File: config.mk
export PLATFORM = sky130hd
export DESIGN_NAME = jdsp_stage
export DESIGN_NICKNAME = d
export VERILOG_FILES = /design/src/assert_macros.svh /design/src/jdsp_pkg.sv /design/src/jdsp_stage.sv
export SDC_FILE = /design/constraint.sdc
export NUM_CORES = 2
export LEC_CHECK = 0
export ABC_AREA = 1
export BUFFER_PORTS_ARGS = -buffer_cell sky130_fd_sc_hd__buf_2
export CORE_AREA = 2 2 506 508
export CTS_CLUSTER_DIAMETER = 60
export DETAILED_ROUTE_END_ITERATION = 8
export DIE_AREA = 0 0 508 510
export PLACE_DENSITY_LB_ADDON = 0.1
export SLEW_MARGIN = 10
export SYNTH_ARGS = -nofsm -noshare
export SYNTH_HDL_FRONTEND = slang
export SYNTH_SLANG_ARGS = --single-unit
File: constraint.sdc
create_clock -name clk -period 2.7 [get_ports clk]
set_input_delay 0.675 -clock clk [delete_from_list [all_inputs] [get_ports clk]]
set_output_delay 0.675 -clock clk [all_outputs]
set_load 0.005 [all_outputs]
File: src/assert_macros.svh
// Assertion macros shared by the parser RTL.
`ifndef ASSERT_MACROS_SVH
`define ASSERT_MACROS_SVH
`ifndef SYNTHESIS
// Clocked implication, disabled while in reset.
`define JDSP_ASSERT(label, clk, rst_n, prop, msg) \
    label: assert property (@(posedge clk) disable iff (!rst_n) prop) else $error(msg);
// Condition that must never hold at a clock edge.
`define JDSP_NEVER(label, clk, rst_n, expr, msg) \
    label: assert property (@(posedge clk) disable iff (!rst_n) !(expr)) else $error(msg);
`else
`define JDSP_ASSERT(label, clk, rst_n, prop, msg)
`define JDSP_NEVER(label, clk, rst_n, expr, msg)
`endif
`endif

File: src/jdsp_pkg.sv
// Types, constants and helpers for the DHT segment parser.
package jdsp_pkg;

    localparam int NUM_TABLES_DEF = 4;
    localparam int MAX_VALUES     = 256;
    localparam int TBL_BYTES      = 273;
    localparam int NUM_COUNTS     = 16;
    localparam int VAL_BASE       = 17;
    localparam int TBL_IDX_MAX_W  = 3;
    localparam int STO_ADDR_MAX_W = 12;
    localparam int STG_ADDR_W     = 9;
    localparam int ALU_W          = 16;
    localparam int STORE_DEPTH_DEF = 2 * NUM_TABLES_DEF * TBL_BYTES;

    localparam logic [ALU_W-1:0]      LEN_HDR_BYTES = 16'd2;
    localparam logic [ALU_W-1:0]      BOUND_LIMIT   = 16'd17;
    localparam logic [ALU_W-1:0]      MAX_VAL_CNT   = 16'd256;
    localparam logic [STG_ADDR_W-1:0] CP_LAST       = 9'd273;
    localparam logic [7:0]            AC_CLASS_MASK = 8'h10;

    typedef enum logic [1:0] {
        STAT_BUSY = 2'd0,
        STAT_DONE = 2'd1,
        STAT_ERR  = 2'd2
    } status_t;

    typedef enum logic [2:0] {
        PH_IDLE,
        PH_SKIP,
        PH_LEN_HI,
        PH_LEN_LO,
        PH_HEADER,
        PH_COUNTS,
        PH_VALUES,
        PH_END
    } phase_t;

    typedef enum logic [3:0] {
        SQ_IDLE,
        SQ_EXEC,
        SQ_INC,
        SQ_CNT_SUB,
        SQ_CNT_CHK1,
        SQ_CNT_CHK2,
        SQ_VCMP,
        SQ_VSUB,
        SQ_FIN,
        SQ_COPY,
        SQ_BOUND,
        SQ_RD_ADDR,
        SQ_RD_DATA,
        SQ_OUT
    } seq_state_t;

    typedef enum logic {
        ALU_ADD,
        ALU_SUB
    } alu_op_t;

    typedef struct packed {
        alu_op_t          op;
        logic [ALU_W-1:0] a;
        logic [ALU_W-1:0] b;
    } alu_req_t;

    typedef struct packed {
        logic [ALU_W-1:0] res;
        logic             borrow;
    } alu_rsp_t;

    typedef struct packed {
        logic                  we;
        logic                  clr;
        logic [STG_ADDR_W-1:0] waddr;
        logic [7:0]            wdata;
        logic [STG_ADDR_W-1:0] raddr;
    } stg_ctl_t;

    typedef struct packed {
        logic                      we;
        logic [STO_ADDR_MAX_W-1:0] addr;
        logic [7:0]                data;
    } sto_wr_t;

    typedef struct packed {
        logic       kind;
        logic [7:0] seg_byte;
        logic       seg_start;
        logic       rd_class;
        logic [1:0] rd_table;
        logic [8:0] rd_pos;
    } dht_in_t;

    typedef struct packed {
        logic [1:0] status;
        logic [7:0] read_data;
        logic       committed;
        logic       committed_class;
        logic [1:0] committed_index;
    } dht_out_t;

    // idx * 273 as shift-add (256 + 16 + 1)
    function automatic logic [STO_ADDR_MAX_W-1:0] tbl_base(input logic [TBL_IDX_MAX_W-1:0] idx);
        return {1'b0, idx, 8'h00} + {5'b0, idx, 4'h0} + {9'b0, idx};
    endfunction

endpackage

File: src/jdsp_stage.sv
// Staging area for one table: counts and values, value slots cleared by valid bits.
module jdsp_stage (
    input  logic               clk,
    input  logic               rst_n,
    input  jdsp_pkg::stg_ctl_t ctl,
    output logic [7:0]         rdata
);
    import jdsp_pkg::*;

    logic [7:0]            mem [TBL_BYTES];
    logic [MAX_VALUES-1:0] valid_reg;
    logic [MAX_VALUES-1:0] valid_next;
    logic [7:0]            mem_rd_reg;
    logic                  zero_reg;
    logic                  zero_next;
    logic [STG_ADDR_W-1:0] wr_vpos;
    logic [STG_ADDR_W-1:0] rd_vpos;

    assign wr_vpos = ctl.waddr - STG_ADDR_W'(VAL_BASE);
    assign rd_vpos = ctl.raddr - STG_ADDR_W'(VAL_BASE);

    always_comb
    begin
        valid_next = valid_reg;
        if (ctl.clr)
        begin
            valid_next = '0;
        end
        else if (ctl.we && ctl.waddr >= STG_ADDR_W'(VAL_BASE))
        begin
            valid_next[wr_vpos[7:0]] = 1'b1;
        end
    end

    // entry 0 is always zero; a value slot not written since segment start reads zero
    assign zero_next = (ctl.raddr == '0) ||
                       ((ctl.raddr >= STG_ADDR_W'(VAL_BASE)) && !valid_reg[rd_vpos[7:0]]);

    always_ff @(posedge clk or negedge rst_n)
    begin
        if (!rst_n)
        begin
            valid_reg <= '0;
        end
        else
        begin
            valid_reg <= valid_next;
        end
    end

    always_ff @(posedge clk)
    begin
        if (ctl.we)
        begin
            mem[ctl.waddr] <= ctl.wdata;
        end
        mem_rd_reg <= mem[ctl.raddr];
        zero_reg   <= zero_next;
    end

    assign rdata = zero_reg ? 8'h00 : mem_rd_reg;

endmodule

==> results_dict.tcl <==
set metrics [dict create \
    grt_pass1_vias 69100 \
    cp_cell_sequence "inv_1, nor2_1, buf_2" \
    synthFlopType "edfxtp_1" \
    rows 185 \
    dr_wl_met3_um 17000 \
    layout-drive-gt1-share_pct 14.5 \
    worstSkewPairLatency_ps 910 \
    wl_met2_um 151000 \
    clk_pin_slew_ps 60 \
    cts_buffers 291 \
    r2r_slack_ps 430 \
    io_buffers 37 \
    final_net_count 9583 \
    multi_input_area_um2 24800 \
    vias 70100 \
    drv_slew 0 \
    synth-edff-count 2184 \
    synthesis.nets 8920 \
    max_stage_delay_ps 510 \
    fill_cells 23000 \
    postSynthAreaPerCell_um2 11.4 \
    fin_crit_sh_pct 98.1 \
    drc 0 \
    syn_to_final_growth_pct 19.8 \
    synth_cell_types 36 \
    worstPathArrival_ps 1970 \
    ys_async_sr_fraction_pct 10.5 \
    antenna_found_initial 15 \
    ys_seq_elements 2449 \
    die_h_um 510 \
    worstSetupPathType "flip-flop to primary output" \
    postRouteWirelength_um 322000 \
    hold_path_depth 1 \
    die-area_um2 259000 \
    crit_slowest_cell "dfxtp_1" \
    initial_core_util_pct 39.8 \
    status "finished clean" \
    tritoncts "built" \
    routed.top_layer "met5" \
    min_path_type "primary input to flip-flop" \
    post-route-cell-area_um2 121000 \
    vdd_drop_max_mv 0.690 \
    yosys_warnings 0 \
    yosysMostFrequentCell "edfxtp_1" \
    die_x_um 508 \
    synth_top_area_share_pct 65.0 \
    tns_ps 0 \
    power_density_nw_per_um2 698 \
    yosysSeqAreaShare_pct 71.5 \
    setup_viol 0 \
    leakage_nw 43.0 \
    overflow 0 \
    timing.rr.start "mem[60][6]" \
    hpwl_um 206000 \
    wl_met1_um 144000 \
    fin_skew_ps 39.4 \
    reg2reg_depth 13 \
    netlist_instances 8888 \
    holdWs_ps 92.7 \
    rr_endpoint "mem_rd_reg[6]" \
    coreArea_um2 253000 \
    regArea_um2 72200 \
    relSlewSlack_pct 15.1 \
    timing.fmax_ghz 0.377 \
    route.detailed.wl_per_inst_um 24.5 \
    largest_register_ffs 2184 \
    numClockSinks 2449 \
    place.gp.congestion 0.858 \
    cp_data_required_time_ps 2030 \
    hold_viol_final 0 \
    root_buffer "clkbuf_16" \
    synth_largest_area_cell "edfxtp_1" \
    grt_max_degree 103 \
    io_pins 38 \
    end_kind "primary output" \
    hold_end "mem[101][5]" \
    viasPerCell 5.34 \
    hold_path_startpoint "ctl[14]" \
    synth_common_cells "edfxtp_1, nor2_1, o21ai_0" \
    cts-htree-levels 5 \
    grt_pass1_wl_um 472000 \
    rsz0062_at_grt "false" \
    place_area_um2 112000 \
    grt_usage_pct 24.6 \
    clockBufferDepth 4 \
    first_pass_iters 8 \
    period_needed_ps 2650 \
    synthesis.area_um2 101000 \
    drtIter0Drc 6703 \
    ant_nets 0 \
    cp-start-kind "flip-flop" \
    max_slew.worst_pin.slew_ps 1270 \
    critPathMaxFanout 1 \
    maxCapViolations 0 \
    synthTopCellsByArea "edfxtp_1, nor2_1, dfrtp_1" \
]
==> metrics by stage <==
step | utilization, % | worst slack, ps | cells | total power [mW]
detailed placement | 44.3 | -797 | 12600 | 48.4
global placement | 44.3 | -821 | 12600 | 48.4
CTS | 47.7 | 1.39 | 13100 | 85.1
floorplan | - | 1.79 | 8888 | 45.0
global route | 47.7 | 47.3 | 13100 | 87.0
finish | 47.7 | 51.0 | 13100 | 84.4
==> where the power goes <==
group | internal (mW) | switching [mW] | total (mW)
clock network | 21.6 | 15.2 | 36.8
logic | 1.96 | 4.26 | 6.23
registers | 41.3 | 0.0595 | 41.4
==> cells by family after synthesis <==
| family | Yosys count | synth area share, % |
|---|---|---|
| AO/OA/AOI/OAI | 1966 | 10.5 |
| XOR/XNOR | 7 | 0.0607 |
| adder cells (fa/ha/maj) | 2 | 0.0248 |
| buffers and inverters | 906 | 4.02 |
| flip-flops | 2449 | 71.5 |
| AND/OR/NAND/NOR | 3558 | 13.9 |
==> what timing repair did <==
item,in CTS,in global routing
gates resized for setup,0,2
hold endpoints to repair,60,0
hold buffers,2,0
setup buffers,0,0
endpoints found under the setup margin,0,3
==> cell usage in the layout (no fill, tap or decap), drive strengths merged <==
cell type and instances:
nand2 1074, diode 8, or2 2, clkinvlp 4, dfrtp 256, clkinv 92
o211ai 197, ha 2, inv 310, nand3 372, nor4 1, xor2 6
clkbuf 372, o22ai 175, nor2 2094, o221ai 10, buf 966, dfxtp 9
nand4 7, a21oi 267, nor3 8, o21ai 1289, a22o 1, dlygate4sd3 2
edfxtp 2184, bufinv 14, xnor2 1, a31oi 27
==> worst max-delay path by stage <==
stage / startpoint / end / slack, ps / cells past startpoint
2_1_floorplan: ctl[0] / zero_reg / 2 / 19
3_3_place_gp: ctl[0] / mem_rd_reg[6] / -820 / 14
3_5_place_dp: ctl[0] / mem_rd_reg[6] / -800 / 14
4_1_cts: mem_rd_reg[0] / rdata[0] / 1 / 3
5_1_grt: mem_rd_reg[0] / rdata[0] / 50 / 3
6_report: mem_rd_reg[0] / rdata[0] / 50 / 3
==> per-layer routing <==
metal	up-vias	global-route usage [%]
li1	32500	-
met1	35100	34.8
met2	2026	39.5
met3	471	3.19
met4	6	7.56
met5	-	0
==> worst max-delay path, delay by kind of cell (launching register included) <==
family	cells	cell delay, ps
buffers and inverters	2	280
DFF	1	510
and+or+nand+nor	1	260
==> final cells by class <==
type | count | share of cell area (%)
inverter | 307 | 0.971
tap | 3366 | 3.48
antenna | 8 | 0.0166
multi-input combinational | 5533 | 20.5
clock inverter | 113 | 0.773
timing repair buffer | 969 | 8.13
clock buffer | 371 | 6.43
sequential | 2449 | 59.7
No activity file was read; power rests on OpenSTA's default activity.
