## config.mk

```make
export PLATFORM = sky130hd
export DESIGN_NAME = jdsp_alu
export DESIGN_NICKNAME = d
export VERILOG_FILES = /design/src/assert_macros.svh /design/src/jdsp_pkg.sv /design/src/jdsp_alu.sv
export SDC_FILE = /design/constraint.sdc
export NUM_CORES = 1
export LEC_CHECK = 0
export BUFFER_PORTS_ARGS = -buffer_cell sky130_fd_sc_hd__buf_2
export CAP_MARGIN = 20
export CELL_PAD_IN_SITES_DETAIL_PLACEMENT = 1
export CELL_PAD_IN_SITES_GLOBAL_PLACEMENT = 1
export CORE_MARGIN = 3
export CORE_UTILIZATION = 33
export DETAILED_ROUTE_END_ITERATION = 10
export PLACE_DENSITY_LB_ADDON = 0.1
export SLEW_MARGIN = 20
export SYNTH_ARGS = -nofsm -noshare
export SYNTH_HDL_FRONTEND = slang
export SYNTH_SLANG_ARGS = --single-unit
```

## constraint.sdc

```tcl
create_clock -name vclk -period 2.8
set_clock_uncertainty 0.2 [all_clocks]
set_input_delay 0.28 -clock vclk [all_inputs]
set_output_delay 0.28 -clock vclk [all_outputs]
set_load 0.01 [all_outputs]
```

## src/assert_macros.svh

```systemverilog
// Assertion macros shared by the parser RTL.
`ifndef ASSERT_MACROS_SVH
`define ASSERT_MACROS_SVH
`ifndef SYNTHESIS
// Clocked implication, disabled while in reset.
`define JDSP_ASSERT(label, clk, rst_n, prop, msg) \
    label: assert property (@(posedge clk) disable iff (!rst_n) prop) else $error(msg);
// Condition that must never hold at a clock edge.
`define JDSP_NEVER(label, clk, rst_n, expr, msg) \
    label: assert property (@(posedge clk) disable iff (!rst_n) !(expr)) else $error(msg);
`else
`define JDSP_ASSERT(label, clk, rst_n, prop, msg)
`define JDSP_NEVER(label, clk, rst_n, expr, msg)
`endif
`endif

```

## src/jdsp_pkg.sv

```systemverilog
// Types, constants and helpers for the DHT segment parser.
package jdsp_pkg;

    localparam int NUM_TABLES_DEF = 4;
    localparam int MAX_VALUES     = 256;
    localparam int TBL_BYTES      = 273;
    localparam int NUM_COUNTS     = 16;
    localparam int VAL_BASE       = 17;
    localparam int TBL_IDX_MAX_W  = 3;
    localparam int STO_ADDR_MAX_W = 12;
    localparam int STG_ADDR_W     = 9;
    localparam int ALU_W          = 16;
    localparam int STORE_DEPTH_DEF = 2 * NUM_TABLES_DEF * TBL_BYTES;

    localparam logic [ALU_W-1:0]      LEN_HDR_BYTES = 16'd2;
    localparam logic [ALU_W-1:0]      BOUND_LIMIT   = 16'd17;
    localparam logic [ALU_W-1:0]      MAX_VAL_CNT   = 16'd256;
    localparam logic [STG_ADDR_W-1:0] CP_LAST       = 9'd273;
    localparam logic [7:0]            AC_CLASS_MASK = 8'h10;

    typedef enum logic [1:0] {
        STAT_BUSY = 2'd0,
        STAT_DONE = 2'd1,
        STAT_ERR  = 2'd2
    } status_t;

    typedef enum logic [2:0] {
        PH_IDLE,
        PH_SKIP,
        PH_LEN_HI,
        PH_LEN_LO,
        PH_HEADER,
        PH_COUNTS,
        PH_VALUES,
        PH_END
    } phase_t;

    typedef enum logic [3:0] {
        SQ_IDLE,
        SQ_EXEC,
        SQ_INC,
        SQ_CNT_SUB,
        SQ_CNT_CHK1,
        SQ_CNT_CHK2,
        SQ_VCMP,
        SQ_VSUB,
        SQ_FIN,
        SQ_COPY,
        SQ_BOUND,
        SQ_RD_ADDR,
        SQ_RD_DATA,
        SQ_OUT
    } seq_state_t;

    typedef enum logic {
        ALU_ADD,
        ALU_SUB
    } alu_op_t;

    typedef struct packed {
        alu_op_t          op;
        logic [ALU_W-1:0] a;
        logic [ALU_W-1:0] b;
    } alu_req_t;

    typedef struct packed {
        logic [ALU_W-1:0] res;
        logic             borrow;
    } alu_rsp_t;

    typedef struct packed {
        logic                  we;
        logic                  clr;
        logic [STG_ADDR_W-1:0] waddr;
        logic [7:0]            wdata;
        logic [STG_ADDR_W-1:0] raddr;
    } stg_ctl_t;

    typedef struct packed {
        logic                      we;
        logic [STO_ADDR_MAX_W-1:0] addr;
        logic [7:0]                data;
    } sto_wr_t;

    typedef struct packed {
        logic       kind;
        logic [7:0] seg_byte;
        logic       seg_start;
        logic       rd_class;
        logic [1:0] rd_table;
        logic [8:0] rd_pos;
    } dht_in_t;

    typedef struct packed {
        logic [1:0] status;
        logic [7:0] read_data;
        logic       committed;
        logic       committed_class;
        logic [1:0] committed_index;
    } dht_out_t;

    // idx * 273 as shift-add (256 + 16 + 1)
    function automatic logic [STO_ADDR_MAX_W-1:0] tbl_base(input logic [TBL_IDX_MAX_W-1:0] idx);
        return {1'b0, idx, 8'h00} + {5'b0, idx, 4'h0} + {9'b0, idx};
    endfunction

endpackage

```

## src/jdsp_alu.sv

```systemverilog
// Shared 16-bit add/subtract unit with borrow flag.
module jdsp_alu (
    input  jdsp_pkg::alu_req_t req,
    output jdsp_pkg::alu_rsp_t rsp
);
    import jdsp_pkg::*;

    logic             is_sub;
    logic [ALU_W-1:0] b_opnd;
    logic [ALU_W:0]   sum;

    assign is_sub = (req.op == ALU_SUB);
    assign b_opnd = is_sub ? ~req.b : req.b;
    assign sum    = {1'b0, req.a} + {1'b0, b_opnd} + {{ALU_W{1'b0}}, is_sub};

    assign rsp.res    = sum[ALU_W-1:0];
    assign rsp.borrow = is_sub & ~sum[ALU_W];

endmodule

```

==> summary.txt, run 1 <==
Detailed routing
  • Starting DRT DRC Count: 16
  • Vias per Instance: 5.338
  • Final wirelength: 3.111 mm
  • WL per Instance: 14.61 um
  • DRC: 0
  • Antenna Nets Post-Route: 0
  • First-pass DRT Iterations: 4
  • Via count: 1137

Synthesis
  • Complex-gate fraction of the synthesized area: 0.2867
  • Synthesized instance count: 116
  • Post-Synth Adder-Cell Area: 0.2234
  • Synth Area in Simple Gates: 0.1588
  • Number of synthesis warnings: 0
  • Mapped cell area: 929.6 sq um
  • Yosys cell types: 36
  • Post-synthesis xor/xnor area fraction: 0.2732
  • Largest family of logic cells by synthesized area: compound AO/OA/AOI/OAI gates
  • Syn_nets: 165
  • Fraction of synthesized area in multiplexers: 0.01615
  • Mapped Avg Cell Area: 8.014 sq um
  • Sequential cell area fraction in the yosys report: 0

Job
  • Max Cap Viol: 0

Global route
  • Largest net degree at the start of global routing: 10
  • Initial antenna violation count: 0
  • Global-route wire length before repair: 4.774 mm
  • Vias in the first global route: 1125
  • GR Overflow Total: 0
  • GRT Total Usage: 0.1688

Timing
  • RSZ-0062 raised after global routing: no
  • Max-slew headroom: 0.8073
  • Setup_tns: 0 ns
  • Min cycle time layout: 2.724 ns
  • Final Cycle Share: 0.9729
  • Fmax: 367.1 MHz
  • Final Worst Setup Slack: 0.07600 ns
  • Final setup violation count: 0
  • Worst-margin pin slew: 0.2860 ns
  • Final Slew Violations: 0
  • Final hold slack: 0.6148 ns
  • Fin. Hold Viols: 0

Pwr
  • Max IR drop VDD: 0.2076 mV
  • Pwr Total: 516.7 uW
  • Lkg Pwr: 0.0007466 uW
  • Pwr/cell area: 364.2 nW/um^2

Setup path
  • WS Path Type: in2out
  • Top Family by Delay on Critical Path: compound AO/OA/AOI/OAI gates
  • Worst path slowest cell: fa_2
  • Worst path cell trace: buf_6 > mux2_4 > fa_2 > a21o_1 > a221oi_4 > o21bai_1 > a31oi_1 > xnor2_1 > buf_2
  • Arrival time of the worst setup path: 2.24 ns
  • Worst-path maximum fanout: 6
  • Critical Path Max Stage Delay: 0.39 ns
  • CP Launch Point: req[32]
  • Buf/Inv on CP: 2
  • CP endpoint kind: output port
  • CP required: 2.32 ns
  • Setup crit start kind: input port

Floorplanning
  • Row count: 18
  • Initial Util: 0.3621
  • Die width: 59.08 um
  • Top Ports: 50
  • Die height: 59.08 um
  • Die Area: 3490 sq um
  • Core ar.: 2567 sq um

Final layout
  • Fillers: 338
  • Final sequential cell count: 0
  • Commonest cells after routing, fill and taps aside: 48 x buf_2, 20 x xor2_1, 18 x buf_4
  • Area delta synth->final: 52.62%
  • # diodes: 0
  • Ratio of cells with drive above 1 in the final layout: 0.4590
  • Clock Buffer Count: 0
  • Sequential cell area: 0 sq um
  • Most common cell after layout, fill and taps aside: buf_2
  • Total Nets Final: 234
  • Cell area after layout: 1419 sq um

Placement
  • IO buf count: 50
  • Pre-CTS setup slack: -0.007603 ns
  • RePlAce Congestion: 0.8507
  • DP HPWL: 2.668 mm
  • Dpl cell area: 1318 sq um

Status
  • Outcome: finished, final reports clean

Worst hold path
  • Hold Crit Class: in2out
  • Worst hold start: req[0]
-- tightest hold or removal path: cells and delay by family --
family                    cells  cell delay, ns
xor gates and xnor gates      1            0.05
buffers and inverters         2            0.21
-- logic make-up after synthesis --
logic type | Yosys count
AND/OR/NAND/NOR | 26
adder cells (fa/ha/maj) | 16
AO/OA/AOI/OAI | 36
multiplexers | 1
XOR/XNOR | 29
buffers and inverters | 8
-- final cells by class --
type,count,area (sq um),share of cell area
inverter,5,18.77,0.01323
tap,30,37.54,0.02646
multi-input combinational,108,933.4,0.6578
timing repair buffer,70,429.2,0.3025
-- worst paths after layout --
path / cells past startpoint / to / slack [ns]
worst max-delay path: 9 / rsp[11] / 0.08
worst min-delay path: 3 / rsp[1] / 0.61
-- repair_timing --
item / in CTS / in global routing
pin swaps: 3 / 12
buffers inserted: 0 / 4
endpoints found under the setup margin: 3 / 9
resized for setup: 2 / 17
hold buffers: 0 / 0
-- synth_stat cells, drive strengths merged, types with 2 or more instances --
master  count  area (sq um)
a21o        8         60.06
a21oi       8         40.04
o311ai      2         25.03
xnor2       9         78.83
a221oi      2         23.77
nand4       2         12.51
o21ai       7         38.78
a32oi       2         17.52
nor2        6         22.52
nand2b      2         12.51
a31oi       2         12.51
buf         2         16.26
xor2       20         175.2
nand2       7         26.28
and3        3         18.77
ha         15         187.7
inv         5         18.77
-- through the flow --
stage,util,instances
detailed placement,0.5132,209
finish,0.5526,213
CTS,0.5190,209
global route,0.5526,213
global placement,0.5132,209
floorplan,-,116
-- power by group --
group	leakage (uW)	switching (uW)	internal, uW
clock	0	0	0
combinational	0.000747	266	251
sequential	0	0	0
-- layer usage --
layer | track usage | vias to the layer above | part of all wire
met5 | 0 | - | 0
met4 | 0 | 0 | 0
met3 | 0.006536 | 0 | 0.040
met2 | 0.3360 | 28 | 0.55
met1 | 0.2096 | 545 | 0.41
li1 | - | 564 | -
Power figures use the tool's default switching activity.
==> run 2: changes to the inputs <==
==> constraint.sdc (replaced) <==
create_clock -name vclk -period 2.8
set_clock_uncertainty 0.2 [all_clocks]
set_input_delay 0.28 -clock vclk [all_inputs]
set_output_delay 0.28 -clock vclk [all_outputs]
set_load 0.005 [all_outputs]
==> summary.txt, run 2 (synthesis gave the netlist of run 1 again) <==
Pwr
  • Int Pwr: 243.8 uW
  • Combinational fraction of design power: 1.000
  • Pwr Total: 477.4 uW
  • Net Switching: 233.5 uW
  • Clk pwr share: 0
  • Pwr/cell area: 344.7 nW/um^2
  • Max IR drop VDD: 0.1969 mV
  • Sw frac: 0.4892
  • Lkg Pwr: 0.0007204 uW
  • Register share of total power: 0

Setup path
  • CP endpoint kind: output port
  • Worst-path maximum fanout: 6
  • Top Family by Delay on Critical Path: compound AO/OA/AOI/OAI gates
  • Worst path cell trace: buf_4 > buf_6 > xor2_1 > ha_1 > and3_4 > a221oi_4 > o21bai_1 > a31oi_1 > xnor2_1 > buf_2
  • WS Path Type: in2out
  • Worst path slowest cell: ha_1
  • CP required: 2.32 ns
  • Critical Path Max Stage Delay: 0.37 ns
  • CP Capture Point: rsp[11]
  • CP Launch Point: req[32]
  • Buf/Inv on CP: 3
  • Arrival time of the worst setup path: 2.27 ns
  • Critical Path Stages: 10
  • Setup crit start kind: input port

Final layout
  • Final core occ: 0.5395
  • Fillers: 321
  • Clock Buffer Count: 0
  • Sequential cell area: 0 sq um
  • Area of the multi-input gates: 939.7 sq um
  • Commonest cells after routing, fill and taps aside: 49 x buf_2, 19 x xor2_1, 15 x buf_4
  • Total Nets Final: 230
  • Cell area after layout: 1385 sq um
  • Area delta synth->final: 48.99%
  • Ratio of cells with drive above 1 in the final layout: 0.4413
  • # diodes: 0
  • Final sequential cell count: 0
  • Most common cell after layout, fill and taps aside: buf_2

Timing
  • Final Cycle Share: 0.9806
  • Worst-margin pin slew: 0.2852 ns
  • Final setup violation count: 0
  • Fin. Hold Viols: 0
  • Max-slew headroom: 0.8092
  • Final Worst Setup Slack: 0.05426 ns
  • Setup_tns: 0 ns
  • Final Slew Violations: 0
  • Fmax: 364.2 MHz
  • RSZ-0062 raised after global routing: no
  • Min cycle time layout: 2.746 ns

Placement
  • Pre-CTS setup slack: -0.02126 ns
  • Dpl cell area: 1315 sq um
  • DP HPWL: 2.637 mm
  • RePlAce Congestion: 0.8528
  • IO buf count: 50

Global route
  • Initial antenna violation count: 0
  • Global-route wire length before repair: 4.823 mm
  • GRT Total Usage: 0.1711
  • Largest net degree at the start of global routing: 12
  • Vias in the first global route: 1142
  • GR Overflow Total: 0

Floorplanning
  • Initial Util: 0.3621
  • Die Area: 3490 sq um
  • Die height: 59.08 um
  • Die width: 59.08 um
  • Core ar.: 2567 sq um
  • Row count: 18
  • Top Ports: 50

Detailed routing
  • WL per Instance: 14.82 um
  • Starting DRT DRC Count: 10
  • Final wirelength: 3.097 mm
  • First-pass DRT Iterations: 4
  • Vias per Instance: 5.392
  • Antenna Nets Post-Route: 0
  • DRC: 0
  • Via count: 1127

Worst hold path
  • Hold Crit Depth: 3
  • Worst hold start: req[16]
  • Hold Crit Class: in2out

Job
  • Max Cap Viol: 0

Clock tree
  • CTS Hold Buffers Added: 0

Status
  • Outcome: finished, final reports clean
## run 2: timing repair
item | in CTS | in global routing
buffers inserted | 1 | 1
resized for setup | 2 | 11
pin swaps | 2 | 12
setup endpoints to repair | 2 | 7
## run 2: power groups by stage
stage | logic, uW | clock network [uW] | registers, uW
2_1_floorplan | 266 | 0 | 0
3_3_place_gp | 432 | 0 | 0
3_5_place_dp | 448 | 0 | 0
4_1_cts | 463 | 0 | 0
5_1_grt | 526 | 0 | 0
6_report | 477 | 0 | 0
## run 2: worst min path at each step
stage / endpoint / slack, ns
2_1_floorplan: rsp[1] / 0.41
3_3_place_gp: rsp[1] / 0.63
6_report: rsp[1] / 0.63
4_1_cts: rsp[1] / 0.64
5_1_grt: rsp[1] / 0.66
3_5_place_dp: rsp[1] / 0.64
## run 2: per-layer routing
metal | vias to the layer above | wire (um) | track usage
met3 | 6 | 116 | 0.004357
li1 | 554 | - | -
met5 | - | 0 | 0
met1 | 535 | 1218 | 0.1992
met2 | 32 | 1706 | 0.3438
met4 | 0 | 55 | 0.02913
## run 2: per-stage QoR
stage / hold slack (ns) / cells
global route: 0.6580 / 209
finish: 0.6344 / 209
detailed placement: 0.6362 / 207
CTS: 0.6376 / 208
floorplan: 0.4114 / 116
global placement: 0.6264 / 207
## run 2: worst min-delay path: stages
cell and delay, ns:
buf_2 0.10, xor2_1 0.06, buf_2 0.12
## run 2: layout make-up
| type | instances | area share |
|---|---|---|
| Inverter | 5 | 0.01355 |
| Tap cell | 30 | 0.02710 |
| Multi-Input combinational cell | 108 | 0.6784 |
| Timing Repair Buffer | 66 | 0.2809 |
==> run 3: changes to the inputs <==
--- a/config.mk
+++ b/config.mk
@@ -5,13 +5,13 @@
 export SDC_FILE = /design/constraint.sdc
 export NUM_CORES = 1
 export LEC_CHECK = 0
-export BUFFER_PORTS_ARGS = -buffer_cell sky130_fd_sc_hd__buf_2
 export CAP_MARGIN = 20
 export CELL_PAD_IN_SITES_DETAIL_PLACEMENT = 1
 export CELL_PAD_IN_SITES_GLOBAL_PLACEMENT = 1
 export CORE_MARGIN = 3
 export CORE_UTILIZATION = 33
 export DETAILED_ROUTE_END_ITERATION = 10
+export DONT_BUFFER_PORTS = 1
 export PLACE_DENSITY_LB_ADDON = 0.1
 export SLEW_MARGIN = 20
 export SYNTH_ARGS = -nofsm -noshare
==> summary.txt, run 3 (synthesis gave the netlist of run 1 again) <==
Setup path
  • Worst path cell trace: mux2_4 > fa_1 > a21o_1 > a221oi_2 > o21bai_1 > a31oi_1 > xnor2_1
  • WS Path Type: in2out
  • Buf/Inv on CP: 0
  • Critical Path Max Stage Delay: 0.40 ns
  • Arrival time of the worst setup path: 2.15 ns
  • CP required: 2.32 ns
  • Worst path slowest cell: fa_1
  • Worst-path maximum fanout: 3
  • Setup crit start kind: input port
  • CP endpoint kind: output port
  • Top Family by Delay on Critical Path: compound AO/OA/AOI/OAI gates

Floorplanning
  • Core ar.: 2567 sq um
  • Top Ports: 50
  • Die width: 59.08 um
  • Die Area: 3490 sq um
  • Row count: 18
  • Die height: 59.08 um
  • Initial Util: 0.3621

Job
  • Max Cap Viol: 0

Detailed routing
  • Antenna Nets Post-Route: 0
  • First-pass DRT Iterations: 4
  • Via count: 840
  • Final wirelength: 2.270 mm
  • Starting DRT DRC Count: 14
  • WL per Instance: 15.87 um
  • Vias per Instance: 5.874
  • DRC: 0

Global route
  • Largest net degree at the start of global routing: 18
  • Vias in the first global route: 867
  • Met3 usage: 0.006536
  • GRT busiest layer: met2
  • Global-route wire length before repair: 3.877 mm
  • GR Overflow Total: 0
  • Initial antenna violation count: 0
  • GRT Total Usage: 0.1339
  • M1 GR Usage: 0.1888
  • Met2 usage: 0.2382

Timing
  • Setup_tns: 0 ns
  • Min cycle time layout: 2.629 ns
  • Fmax: 380.3 MHz
  • Final Slew Violations: 0
  • Fin. Hold Viols: 0
  • RSZ-0062 raised after global routing: no
  • Final Cycle Share: 0.9391
  • Max-slew headroom: 0.7553
  • Final setup violation count: 0
  • Worst-margin pin slew: 0.3671 ns

Status
  • Outcome: finished, final reports clean

Clock tree
  • CTS Hold Buffers Added: 0
  • # resized after CTS: 0
  • Setup Buffers After CTS: 0

Final layout
  • Most common cell after layout, fill and taps aside: xor2_1
  • Total Nets Final: 164
  • Commonest cells after routing, fill and taps aside: 20 x xor2_1, 15 x ha_1, 9 x xnor2_1
  • Fillers: 324
  • Cell area after layout: 947.2 sq um
  • Sequential cell area: 0 sq um
  • Area delta synth->final: 1.884%
  • Final sequential cell count: 0
  • Ratio of cells with drive above 1 in the final layout: 0.05310
  • Clock Buffer Count: 0
  • # diodes: 0

Placement
  • RePlAce Congestion: 0.7019
  • Dpl cell area: 947.2 sq um
  • DP HPWL: 2.014 mm
  • IO buf count: 0

Pwr
  • Max IR drop VDD: 0.1217 mV
  • Pwr/cell area: 326.2 nW/um^2
  • Lkg Pwr: 0.0004371 uW

Worst hold path
  • Hold Crit Class: in2out
[run 3: metal layers]
| layer | routed length, um | vias up |
|---|---|---|
| met5 | 0 | - |
| met4 | 0 | 0 |
| met2 | 1116 | 26 |
| met1 | 1046 | 389 |
| li1 | - | 425 |
| met3 | 107 | 0 |
[run 3: report_power, final]
group,internal [uW],total [uW],switching (uW)
logic,134,309,175
registers,0,0,0
clock network,0,0,0
total,134,309,175
[run 3: area by class of cell]
type / count / area, sq um / share of cell area
inverters: 5 / 18.77 / 0.01982
multi-input cells: 108 / 890.9 / 0.9406
well taps: 30 / 37.54 / 0.03963
[run 3: final timing paths]
check	startpoint	to	slack [ns]	cells past startpoint
worst max-delay path	req[0]	rsp[11]	0.17	7
worst min-delay path	req[0]	rsp[1]	0.42	1
[run 3: per-stage QoR]
stage          setup slack, ns  instances  hold slack (ns)    util  power [uW]
6_report                0.1705        143           0.4174  0.3689       309.0
3_3_place_gp            0.2072        143           0.4201  0.3689       309.0
4_1_cts                 0.1805        143           0.4201  0.3689       315.2
5_1_grt                0.07557        143           0.4234  0.3689       350.3
2_1_floorplan           0.1088        116           0.4114       -       265.7
3_5_place_dp            0.1903        143           0.4201  0.3689       313.5
